`config.mk`:
```
export PLATFORM = sky130hd
export DESIGN_NAME = tridiagonal_lu_factor
export DESIGN_NICKNAME = d
export VERILOG_FILES = /design/src/rtl/core/tlu_pkg.sv /design/src/rtl/core/tlu_div.sv /design/src/rtl/core/tlu_datapath.sv /design/src/rtl/core/tlu_ctrl.sv /design/src/rtl/core/tridiagonal_lu_factor.sv
export SDC_FILE = /design/constraint.sdc
export NUM_CORES = 2
export LEC_CHECK = 0
export BUFFER_PORTS_ARGS = -buffer_cell sky130_fd_sc_hd__buf_4
export CAP_MARGIN = 20
export CORE_AREA = 2 2 311 313
export CTS_CLUSTER_DIAMETER = 30
export CTS_CLUSTER_SIZE = 25
export DETAILED_ROUTE_END_ITERATION = 12
export DIE_AREA = 0 0 313 315
export PLACE_DENSITY = 0.83
export RECOVER_POWER = 100
export SYNTH_ARGS = -nofsm -noshare
export SYNTH_HDL_FRONTEND = slang
export SYNTH_SLANG_ARGS = --single-unit
```
`constraint.sdc`:
```
create_clock -name clk -period 11.4 [get_ports clk]
set_input_delay 2.28 -clock clk [delete_from_list [all_inputs] [get_ports clk]]
set_output_delay 2.28 -clock clk [all_outputs]
set_load 0.03 [all_outputs]
```
`src/rtl/core/tlu_pkg.sv`:
```
// Shared constants, status codes and controller/datapath interface types.
package tlu_pkg;

	localparam int DATA_W      = 32;
	localparam int FRAC_BITS   = 24;
	localparam int ROW_W       = 11;
	localparam int MAX_COLUMNS = 1024;
	localparam int DIV_STEPS   = 32;
	localparam int DIV_CNT_W   = $clog2(DIV_STEPS + 1);

	localparam logic [1:0] ST_OK   = 2'd0;
	localparam logic [1:0] ST_ZERO = 2'd1;
	localparam logic [1:0] ST_SKIP = 2'd2;

	localparam logic signed [DATA_W-1:0] Q_MAX = {1'b0, {(DATA_W-1){1'b1}}};
	localparam logic signed [DATA_W-1:0] Q_MIN = {1'b1, {(DATA_W-1){1'b0}}};

	typedef struct packed {
		logic load_in;
		logic mul_en;
		logic piv_en;
		logic div_start;
		logic commit;
	} dp_cmd_t;

	typedef struct packed {
		logic need_div;
		logic div_done;
	} dp_status_t;

endpackage

```
`src/rtl/core/tlu_div.sv`:
```
// Iterative signed fractional divider: saturate((num << 24) / den), one quotient bit a cycle.
module tlu_div (
	input  logic                               clk,
	input  logic                               arst_n,
	input  logic                               start,
	input  logic signed [tlu_pkg::DATA_W-1:0]  dividend,
	input  logic signed [tlu_pkg::DATA_W-1:0]  divisor,
	output logic                               done,
	output logic signed [tlu_pkg::DATA_W-1:0]  quotient
);
	import tlu_pkg::*;

	localparam int HIGH_SHIFT = DATA_W - FRAC_BITS;

	logic [DATA_W-1:0]    a_abs, d_abs, high_part;
	logic                 ovf;
	logic [DATA_W-1:0]    rem_q, low_q, quo_q, d_q;
	logic                 neg_q, ovf_q, busy_q, done_q;
	logic [DIV_CNT_W-1:0] cnt_q;
	logic [DATA_W:0]      rem_shift, rem_sub;
	logic                 ge;
	logic                 finish;
	logic signed [DATA_W-1:0] quot_q, result;

	assign a_abs     = dividend[DATA_W-1] ? (~dividend + 1'b1) : dividend;
	assign d_abs     = divisor[DATA_W-1]  ? (~divisor + 1'b1)  : divisor;
	// upper quotient bits are nonzero when |num| >> 8 is already >= |den|
	assign high_part = {{HIGH_SHIFT{1'b0}}, a_abs[DATA_W-1:HIGH_SHIFT]};
	assign ovf       = (high_part >= d_abs);

	assign rem_shift = {rem_q, low_q[DATA_W-1]};
	assign rem_sub   = rem_shift - {1'b0, d_q};
	assign ge        = (rem_shift >= {1'b0, d_q});
	assign finish    = busy_q && (cnt_q == '0);

	always_comb begin
		if (neg_q) begin
			if (ovf_q || (quo_q > {1'b1, {(DATA_W-1){1'b0}}}))
				result = Q_MIN;
			else
				result = $signed(~quo_q + 1'b1);
		end else begin
			if (ovf_q || quo_q[DATA_W-1])
				result = Q_MAX;
			else
				result = $signed(quo_q);
		end
	end

	always_ff @(posedge clk or negedge arst_n) begin
		if (!arst_n) begin
			busy_q <= 1'b0;
			done_q <= 1'b0;
			cnt_q  <= '0;
		end else begin
			done_q <= finish;
			if (start) begin
				busy_q <= 1'b1;
				cnt_q  <= ovf ? '0 : DIV_CNT_W'(DIV_STEPS);
			end else if (finish) begin
				busy_q <= 1'b0;
			end else if (busy_q) begin
				cnt_q <= cnt_q - 1'b1;
			end
		end
	end

	always_ff @(posedge clk) begin
		if (start) begin
			rem_q <= high_part;
			low_q <= {a_abs[HIGH_SHIFT-1:0], {FRAC_BITS{1'b0}}};
			quo_q <= '0;
			d_q   <= d_abs;
			neg_q <= dividend[DATA_W-1] ^ divisor[DATA_W-1];
			ovf_q <= ovf;
		end else if (busy_q && !finish) begin
			rem_q <= ge ? rem_sub[DATA_W-1:0] : rem_shift[DATA_W-1:0];
			low_q <= {low_q[DATA_W-2:0], 1'b0};
			quo_q <= {quo_q[DATA_W-2:0], ge};
		end
		if (finish)
			quot_q <= result;
	end

	assign done     = done_q;
	assign quotient = quot_q;

endmodule

```
`src/rtl/core/tlu_datapath.sv`:
```
// Column datapath: input capture, pivot update, factorization state and result register.
module tlu_datapath (
	input  logic                               clk,
	input  logic                               arst_n,
	input  tlu_pkg::dp_cmd_t                   cmd,
	input  logic signed [tlu_pkg::DATA_W-1:0]  diag_value,
	input  logic signed [tlu_pkg::DATA_W-1:0]  sub_value,
	input  logic signed [tlu_pkg::DATA_W-1:0]  super_value,
	input  logic                               first_column,
	input  logic                               last_column,
	input  logic signed [tlu_pkg::DATA_W-1:0]  quot,
	output logic                               need_div,
	output logic signed [tlu_pkg::DATA_W-1:0]  div_num,
	output logic signed [tlu_pkg::DATA_W-1:0]  div_den,
	output logic signed [tlu_pkg::DATA_W-1:0]  pivot_value,
	output logic signed [tlu_pkg::DATA_W-1:0]  multiplier,
	output logic [1:0]                         status,
	output logic [tlu_pkg::ROW_W-1:0]          failed_row,
	output logic                               last_result
);
	import tlu_pkg::*;

	localparam int PROD_W = 2 * DATA_W;
	localparam int SH_W   = PROD_W - FRAC_BITS;
	localparam int DIFF_W = SH_W + 2;
	localparam logic [ROW_W-1:0] COUNT_TOP = ROW_W'(MAX_COLUMNS - 1);

	// captured column
	logic signed [DATA_W-1:0] diag_q, sub_q, sup_q;
	logic                     start_q, last_q;
	// factorization state
	logic signed [DATA_W-1:0] prev_mult_q;
	logic [ROW_W-1:0]         count_q, fail_idx_q;
	logic                     failed_q;
	// arithmetic stages
	logic signed [PROD_W-1:0] prod_q;
	logic signed [DATA_W-1:0] pivot_q;
	// result register
	logic signed [DATA_W-1:0] pivot_out_q, mult_out_q;
	logic [1:0]               status_q;
	logic [ROW_W-1:0]         row_out_q;
	logic                     last_out_q;

	logic signed [DATA_W-1:0] m_eff;
	logic                     failed_eff;
	logic [ROW_W-1:0]         count_eff, fail_idx_eff, row_next;
	logic signed [SH_W-1:0]   prod_sh;
	logic                     round_adj;
	logic signed [SH_W:0]     prod_t;
	logic signed [DIFF_W-1:0] diff;
	logic signed [DATA_W-1:0] pivot_sat;

	logic signed [DATA_W-1:0] r_pivot, r_mult, n_prev;
	logic [1:0]               r_status;
	logic [ROW_W-1:0]         r_row, n_count, n_fail_idx;
	logic                     n_failed;

	// a new matrix clears the running state
	assign m_eff        = start_q ? '0 : prev_mult_q;
	assign failed_eff   = start_q ? 1'b0 : failed_q;
	assign count_eff    = start_q ? '0 : count_q;
	assign fail_idx_eff = start_q ? '0 : fail_idx_q;
	assign row_next     = count_eff + 1'b1;

	// product / 2^24, truncated toward zero
	assign prod_sh   = prod_q[PROD_W-1:FRAC_BITS];
	assign round_adj = prod_q[PROD_W-1] && (prod_q[FRAC_BITS-1:0] != '0);
	assign prod_t    = {prod_sh[SH_W-1], prod_sh} + $signed({{SH_W{1'b0}}, round_adj});
	assign diff      = $signed({{(DIFF_W-DATA_W){diag_q[DATA_W-1]}}, diag_q})
	                 - $signed({prod_t[SH_W], prod_t});

	always_comb begin
		if (diff[DIFF_W-1:DATA_W-1] == {(DIFF_W-DATA_W+1){diff[DIFF_W-1]}})
			pivot_sat = diff[DATA_W-1:0];
		else
			pivot_sat = diff[DIFF_W-1] ? Q_MIN : Q_MAX;
	end

	assign need_div = !failed_eff && !last_q && (pivot_q != '0);
	assign div_num  = sub_q;
	assign div_den  = pivot_q;

	always_comb begin
		r_pivot    = '0;
		r_mult     = '0;
		r_status   = ST_OK;
		r_row      = '0;
		n_prev     = m_eff;
		n_count    = count_eff;
		n_failed   = failed_eff;
		n_fail_idx = fail_idx_eff;
		if (failed_eff) begin
			r_status = ST_SKIP;
			r_row    = fail_idx_eff;
		end else begin
			r_pivot = pivot_q;
			if (!last_q) begin
				if (pivot_q == '0) begin
					r_status   = ST_ZERO;
					r_row      = row_next;
					n_failed   = 1'b1;
					n_fail_idx = row_next;
					n_prev     = '0;
				end else begin
					r_mult = quot;
					n_prev = quot;
				end
				if (count_eff < COUNT_TOP)
					n_count = row_next;
			end
		end
		if (last_q) begin
			n_count = '0;
			n_prev  = '0;
		end
	end

	always_ff @(posedge clk or negedge arst_n) begin
		if (!arst_n) begin
			prev_mult_q <= '0;
			count_q     <= '0;
			failed_q    <= 1'b0;
			fail_idx_q  <= '0;
		end else if (cmd.commit) begin
			prev_mult_q <= n_prev;
			count_q     <= n_count;
			failed_q    <= n_failed;
			fail_idx_q  <= n_fail_idx;
		end
	end

	always_ff @(posedge clk) begin
		if (cmd.load_in) begin
			diag_q  <= diag_value;
			sub_q   <= sub_value;
			sup_q   <= super_value;
			last_q  <= last_column;
			start_q <= first_column || (count_q == '0);
		end
		if (cmd.mul_en)
			prod_q <= m_eff * sup_q;
		if (cmd.piv_en)
			pivot_q <= pivot_sat;
		if (cmd.commit) begin
			pivot_out_q <= r_pivot;
			mult_out_q  <= r_mult;
			status_q    <= r_status;
			row_out_q   <= r_row;
			last_out_q  <= last_q;
		end
	end

	assign pivot_value = pivot_out_q;
	assign multiplier  = mult_out_q;
	assign status      = status_q;
	assign failed_row  = row_out_q;
	assign last_result = last_out_q;

endmodule

```
`src/rtl/core/tlu_ctrl.sv`:
```
// Sequencing state machine and result-valid control.
module tlu_ctrl (
	input  logic                 clk,
	input  logic                 arst_n,
	input  logic                 item_valid,
	output logic                 item_ready,
	output logic                 result_valid,
	input  logic                 result_ready,
	input  tlu_pkg::dp_status_t  stat,
	output tlu_pkg::dp_cmd_t     cmd
);
	import tlu_pkg::*;

	localparam logic [2:0] S_IDLE = 3'd0;
	localparam logic [2:0] S_MUL  = 3'd1;
	localparam logic [2:0] S_PIV  = 3'd2;
	localparam logic [2:0] S_DEC  = 3'd3;
	localparam logic [2:0] S_DIV  = 3'd4;
	localparam logic [2:0] S_FIN  = 3'd5;

	logic [2:0] state_q, state_nxt;
	logic       out_valid_q;
	logic       out_free;

	assign out_free = !out_valid_q || result_ready;

	always_comb begin
		state_nxt     = state_q;
		cmd           = '0;
		unique case (state_q)
			S_IDLE: begin
				cmd.load_in = item_valid;
				if (item_valid)
					state_nxt = S_MUL;
			end
			S_MUL: begin
				cmd.mul_en = 1'b1;
				state_nxt  = S_PIV;
			end
			S_PIV: begin
				cmd.piv_en = 1'b1;
				state_nxt  = S_DEC;
			end
			S_DEC: begin
				cmd.div_start = stat.need_div;
				state_nxt     = stat.need_div ? S_DIV : S_FIN;
			end
			S_DIV: begin
				if (stat.div_done)
					state_nxt = S_FIN;
			end
			S_FIN: begin
				// hold here until the result register is free
				cmd.commit = out_free;
				if (out_free)
					state_nxt = S_IDLE;
			end
			default: state_nxt = S_IDLE;
		endcase
	end

	always_ff @(posedge clk or negedge arst_n) begin
		if (!arst_n) begin
			state_q     <= S_IDLE;
			out_valid_q <= 1'b0;
		end else begin
			state_q <= state_nxt;
			if (cmd.commit)
				out_valid_q <= 1'b1;
			else if (result_ready)
				out_valid_q <= 1'b0;
		end
	end

	assign item_ready   = (state_q == S_IDLE);
	assign result_valid = out_valid_q;

endmodule

```
`src/rtl/core/tridiagonal_lu_factor.sv`:
```
// Top level of the streaming tridiagonal LU factorization block.
//
// Input channel (item_valid/item_ready): one request per matrix column, carrying
// diag_value, sub_value, super_value (signed Q8.24) and the first/last markers.
// Output channel (result_valid/result_ready): one request per column with the
// pivot, the saturated multiplier, status, failed row and the last marker.
// Each column goes through product, pivot and decision steps, then the bit-serial
// divider if it needs a division (which ends early when the quotient is known to
// saturate up front), and is then loaded into the result register.
// One column is in flight at a time; throughput is set by the divider's 32-step
// restoring loop: the next column is taken in the cycle after the previous
// result is loaded.
// The output register lets a new column start while an earlier result waits;
// if the receiver stalls, a finished column holds in the final step until the
// register is taken, and no further column is accepted meanwhile.
// Reset clears the running multiplier, row count and failure flag, so the first
// column after reset starts a new matrix.
module tridiagonal_lu_factor (
	input  logic                               clk,
	input  logic                               arst_n,
	input  logic                               item_valid,
	output logic                               item_ready,
	input  logic signed [tlu_pkg::DATA_W-1:0]  diag_value,
	input  logic signed [tlu_pkg::DATA_W-1:0]  sub_value,
	input  logic signed [tlu_pkg::DATA_W-1:0]  super_value,
	input  logic                               first_column,
	input  logic                               last_column,
	output logic                               result_valid,
	input  logic                               result_ready,
	output logic signed [tlu_pkg::DATA_W-1:0]  pivot_value,
	output logic signed [tlu_pkg::DATA_W-1:0]  multiplier,
	output logic [1:0]                         status,
	output logic [tlu_pkg::ROW_W-1:0]          failed_row,
	output logic                               last_result
);
	import tlu_pkg::*;

	dp_cmd_t                  cmd;
	dp_status_t               stat;
	logic                     need_div, div_done;
	logic signed [DATA_W-1:0] div_num, div_den, quot;

	assign stat.need_div = need_div;
	assign stat.div_done = div_done;

	tlu_ctrl u_ctrl (
		.clk          (clk),
		.arst_n       (arst_n),
		.item_valid   (item_valid),
		.item_ready   (item_ready),
		.result_valid (result_valid),
		.result_ready (result_ready),
		.stat         (stat),
		.cmd          (cmd)
	);

	tlu_datapath u_dp (
		.clk          (clk),
		.arst_n       (arst_n),
		.cmd          (cmd),
		.diag_value   (diag_value),
		.sub_value    (sub_value),
		.super_value  (super_value),
		.first_column (first_column),
		.last_column  (last_column),
		.quot         (quot),
		.need_div     (need_div),
		.div_num      (div_num),
		.div_den      (div_den),
		.pivot_value  (pivot_value),
		.multiplier   (multiplier),
		.status       (status),
		.failed_row   (failed_row),
		.last_result  (last_result)
	);

	tlu_div u_div (
		.clk      (clk),
		.arst_n   (arst_n),
		.start    (cmd.div_start),
		.dividend (div_num),
		.divisor  (div_den),
		.done     (div_done),
		.quotient (quot)
	);

endmodule

```
# Word level (Yosys, flattened, before mapping)
# Cells that the tools add are included.
# word_totals
reg_bits,477
output_inout_bits,80
# op_classes
bitwise,4
n_eq_ne,10
muxes,51
multipliers,1
n_reduce_logical,26
n_addsub,8
magnitude_cmp,4
# ops
operator,count
$mux W32,14
$mux W11,11
$add A32 B1 Y32 const B,3
$not A32 Y32,3
$mul A32 B32 Y64,1
$mux W24,2
$sub A32 B41 Y42,1
$add A40 B2 Y41,1
$ge A33 B32 Y1,1
$ge A24 B32 Y1,1
$gt A32 B32 Y1 const B,1
$logic_not A32 Y1,1
$reduce_bool A32 Y1,1
$sub A32 B32 Y32,1
$mux W6,4
$reduce_bool A24 Y1,1
$pmux W3 S6,1
$mux W1,15
$add A11 B1 Y11 const B,1
$logic_not A11 Y1,1
$lt A11 B10 Y1 const B,1
$eq A10 B10 Y1,1
$mux W3,3
$reduce_bool A2 Y1,4
16 further kinds,30

# Logic depth before layout (Yosys ltp)
# logic_depth
word_depth,7
ltp_mapped,33
depth_no_buf,30

# By module
# A second synthesis with hierarchy kept.
# unflattened
hier_cells,6192
area_unflattened_um2,61505.2
# by_module_without_submodules
module,area_each_um2,cells_per_inst,n_inst,seq_area_each_um2
tlu_datapath,50977.6,4992,1,9544.2
tlu_div,10278.6,1174,1,3943.8
tlu_ctrl,249.0,26,1,100.1

# Worst setup path before layout
# Ideal clock, no wire load.
# synth_timing
path_kind,reg2reg
start,reg u_dp.start_q
end,"reg u_dp.prod_q[59], data pin"
path_stages_with_launch,29
arrival_time_ns,8.506
setup_ns,0.260
synth_period_minus_slack_ns,8.766
required_time_ns,11.140
setup_slack_ns,2.634
n_path_buf,4
path_cell_list,edfxtp_1 -> clkbuf_1 -> clkbuf_1 -> nor2b_1 -> clkbuf_1 -> nand2_1 -> inv_1 -> fa_1 -> inv_1 -> fa_1 -> inv_1 -> fa_1 -> fa_1 -> inv_1 -> fa_1 -> inv_1 -> fa_1 -> fa_1 -> fa_1 -> ha_1 -> clkbuf_1 -> a21o_1 -> a211o_1 -> or2_2 -> o311ai_0 -> a21oi_1 -> or3_1 -> a21oi_1 -> xnor2_1
# synth_via
elab_chain_len,2
# synth_rtl
element,line_no,rtl
from (decl),tlu_datapath.sv:30,"logic start_q, last_q;"
from (signal assigned),tlu_datapath.sv:138,start_q <= first_column || (count_q == '0);
$mux W32,tlu_datapath.sv:59,assign m_eff = start_q ? '0 : prev_mult_q;
$mul A32 B32 Y64,tlu_datapath.sv:141,prod_q <= m_eff * sup_q;
to (signal assigned),tlu_datapath.sv:141,
to (decl),tlu_datapath.sv:36,logic signed [PROD_W-1:0] prod_q;
# Every way passes these cells.
# A chain may end at the register's enable or synchronous reset.

# Worst setup path after layout
# Same ends and word-level chain as after synthesis.

==> impl_results.md <==
- Status: finished, violations left
- Failing checks: max-capacitance violations, max-slew violations
- WP data arrival: around 11000 ps
- Design area: 68100 µm²
- Vias: between 40000 and 50000
- Layout Area Growth over Synthesis: 9.36%
- Gr usage total: 0.345
- Starting density of the core: 0.651
- Actual slew at the worst max-slew pin: approximately 4700 ps
- Sequential share of the synthesized area: 0.218
- Pwr dens: 72.3 nW/µm²
- CP Capture Type: flip-flop
- Filler instances: 6864
- Multi-input gate area: about 43000 µm²
- VDD IR max: just under 0.1 mV
- Min-delay worst type: reg2reg
- Tmin final: between 10000 and 15000 ps
- Reg-to-Reg Start: u_dp.start_q
- Area of the die: 98600 µm²
- Clk Latency, worst-skew pair: 750 ps
- CP Launch Type: flip-flop
- Placeable Area: 95700 µm²
- Post-synth cell types: around 80
- Die height: between 300 and 400 µm
- Kind of critical path: reg2reg
- Final Hold Viols: 0
- Cts bufs inserted: 103
- YS warnings: 0
- RSZ-0062 raised after global routing: false
- Setup bufs post-CTS: 0
- Most used cell, CP: fa_1
- GPL Wtd Cong: 0.937
- Most used flip-flop cell after synthesis: edfxtp_1
- Synth Instances: 6427
- # rows: 114
- Slowest stage delay, CP: 1400 ps
- Share of synthesized registers carrying an async set or reset: 0.140
- PortBufs: 181
- CTS clk-pin slew, worst paths: ~50 ps
- Final period utilization: 0.903
- Deepest level of the CTS H-tree: 3
- Setup crit start: u_dp.start_q
- Post-Syn Nets: 7937
- Register area: 13600 µm²
- EDFF count, synth: 370
- Ant. Diodes: 0
- Clk_skew: 85.9 ps
- Avg Inst Size Synth: between 9 and 10 µm²
- Hold Crit Start: u_dp.fail_idx_q[0]
- Clk root buf: clkbuf_16
- Fin nets: roughly 8000
- # setup viols final: 0
- 1st-iter DRT viols: 4400
- Post-DRT Antenna Nets: 0
- Max-slew violation count: 712
- CTS Hold Bufs: 0
- Layout cells sized above 1: 0.0651
- Hold slack final: around 470 ps
- Final Non-Filler Cells: 7834
- Crit-path slowest cell: nor2b_1
- CTS Sinks: 477
- Global-route wire length before repair: 265000 µm
- Antenna violations before repair: 2
- Synthesized cell area: 62300 µm²
- Synth Register Bits: 477
- Final WL: 164000 µm
- Drt pass-1 iters: 8
- Fmax: 97.1 MHz
- CTS Buffer Depth: 3
- CP required: 11810 ps
- Leakage: roughly 32 nW
- DRC: 0
- DPL Wire Length: approximately 130000 µm
- Setup TNS: 0 ps
- Vias per Instance: 6.03
- Largest Register: u_dp.prod_q
- Dpl cells: 7633
- CTS tree: done
- Average wire per standard cell: between 20 and 25 µm
- Max-Cap Viols: 14
- Max-slew headroom: -2.18
- Dpl cell area: roughly 65000 µm²
- Largest net degree at the start of global routing: 88
- Vias in the first global route: 50400
- Grt total ovfl: 0
- Chip width: 313 µm
- Max reg flops: 64
- CP max FO: 20
- Io pins: 182
- Post-CTS sizing: 0
stage by stage:
step / setup slack [ps] / util / total power [W]
floorplan: 2630 / - / 0.00189
global placement: 1930 / 0.677 / 0.00193
detailed placement: 1690 / 0.678 / 0.00193
CTS: 1620 / 0.715 / 0.00494
global route: 684 / 0.712 / 0.00504
finish: 1110 / 0.712 / 0.00493
where the power goes:
part | switching (W) | internal [W] | leakage, nW
combinational | 0.0000132 | 0.0000185 | 25.5
clock | 0.00112 | 0.00192 | 1.73
sequential | 0.0000000000000000000107 | 0.00186 | 4.44
synthesized netlist by cell type (all sizes together) (24+ instances only):
| cell type | number | area (µm²) |
|---|---|---|
| xnor2 | 123 | 1080 |
| a21oi | 177 | 886 |
| dfxtp | 40 | 801 |
| fa | 1085 | 21700 |
| a31oi | 43 | 269 |
| or3 | 28 | 200 |
| nand4 | 58 | 363 |
| nor2b | 62 | 388 |
| and2 | 579 | 3620 |
| inv | 1192 | 4470 |
| nor4 | 34 | 219 |
| nand3 | 89 | 450 |
| o2111ai | 35 | 307 |
| o21ai | 153 | 766 |
| o31ai | 25 | 188 |
| and3 | 32 | 200 |
| clkbuf | 329 | 1230 |
| nor2 | 173 | 649 |
| a21o | 99 | 743 |
| nand2 | 788 | 2960 |
| xor2 | 66 | 578 |
| nand2b | 40 | 250 |
| o311ai | 24 | 210 |
| ha | 323 | 4040 |
| edfxtp | 370 | 11100 |
| nor3 | 83 | 420 |
| dfrtp | 67 | 1680 |
| a22o | 40 | 350 |
final cells by class:
class                   count  share of cell area
multi-input cells        4412               0.632
flip-flops and latches    477               0.199
repair buffers            280              0.0266
clock buffers             114              0.0389
well taps                1276              0.0234
clock inverters            81              0.0139
inverters                1194              0.0658
placed cells by master, fill, tap and decap left out, drive strengths merged, types with 43 or more instances in the layout:
cell,n
nand4,58
clkbuf,312
o21ai,153
xor2,66
inv,1211
a31oi,43
a21o,99
dfrtp,67
ha,323
a21oi,177
fa,1085
edfxtp,370
nor2b,62
buf,82
nor3,83
nand2,788
xnor2,123
clkinv,45
nand3,89
and2,579
nor2,173
worst paths after layout:
path	cells after the start	slack [ps]	endpoint
worst max-delay path	26	1110	u_dp.prod_q[59]
worst min-delay path	2	470	u_dp.fail_idx_q[0]
worst max register to register	26	1110	u_dp.prod_q[59]
worst min register to register	2	470	u_dp.fail_idx_q[0]
max in group asynchronous	1	6230	u_div.cnt_q[4]
min in group asynchronous	1	2910	u_dp.fail_idx_q[6]
critical path: cells and delay by family (launching register included):
kind                     cells  cell delay, ps
flip-flops                   1             380
AND/OR/NAND/NOR              3            2010
AO/OA/AOI/OAI                9            3010
buffers and inverters        4             620
adder cells (fa/ha/maj)      9            3880
XOR/XNOR                     1              90
metal layers:
layer / vias to the layer above / share of wire / GRT usage
met3: 719 / 0.086 / 0.0659
met4: 2 / 0.071 / 0.220
met1: 23600 / 0.35 / 0.418
met5: - / 0.000079 / 0
met2: 2452 / 0.49 / 0.572
li1: 20400 / - / -
logic make-up after synthesis:
group                    Yosys count  share of synthesized area
multiplexers                      12                    0.00197
flip-flops                       477                      0.218
AO/OA/AOI/OAI                    767                     0.0821
XOR/XNOR                         189                     0.0266
adder cells (fa/ha/maj)         1408                      0.413
buffers and inverters           1538                     0.0927
AND/OR/NAND/NOR                 2036                      0.165
(Power assumes the default switching activity.)
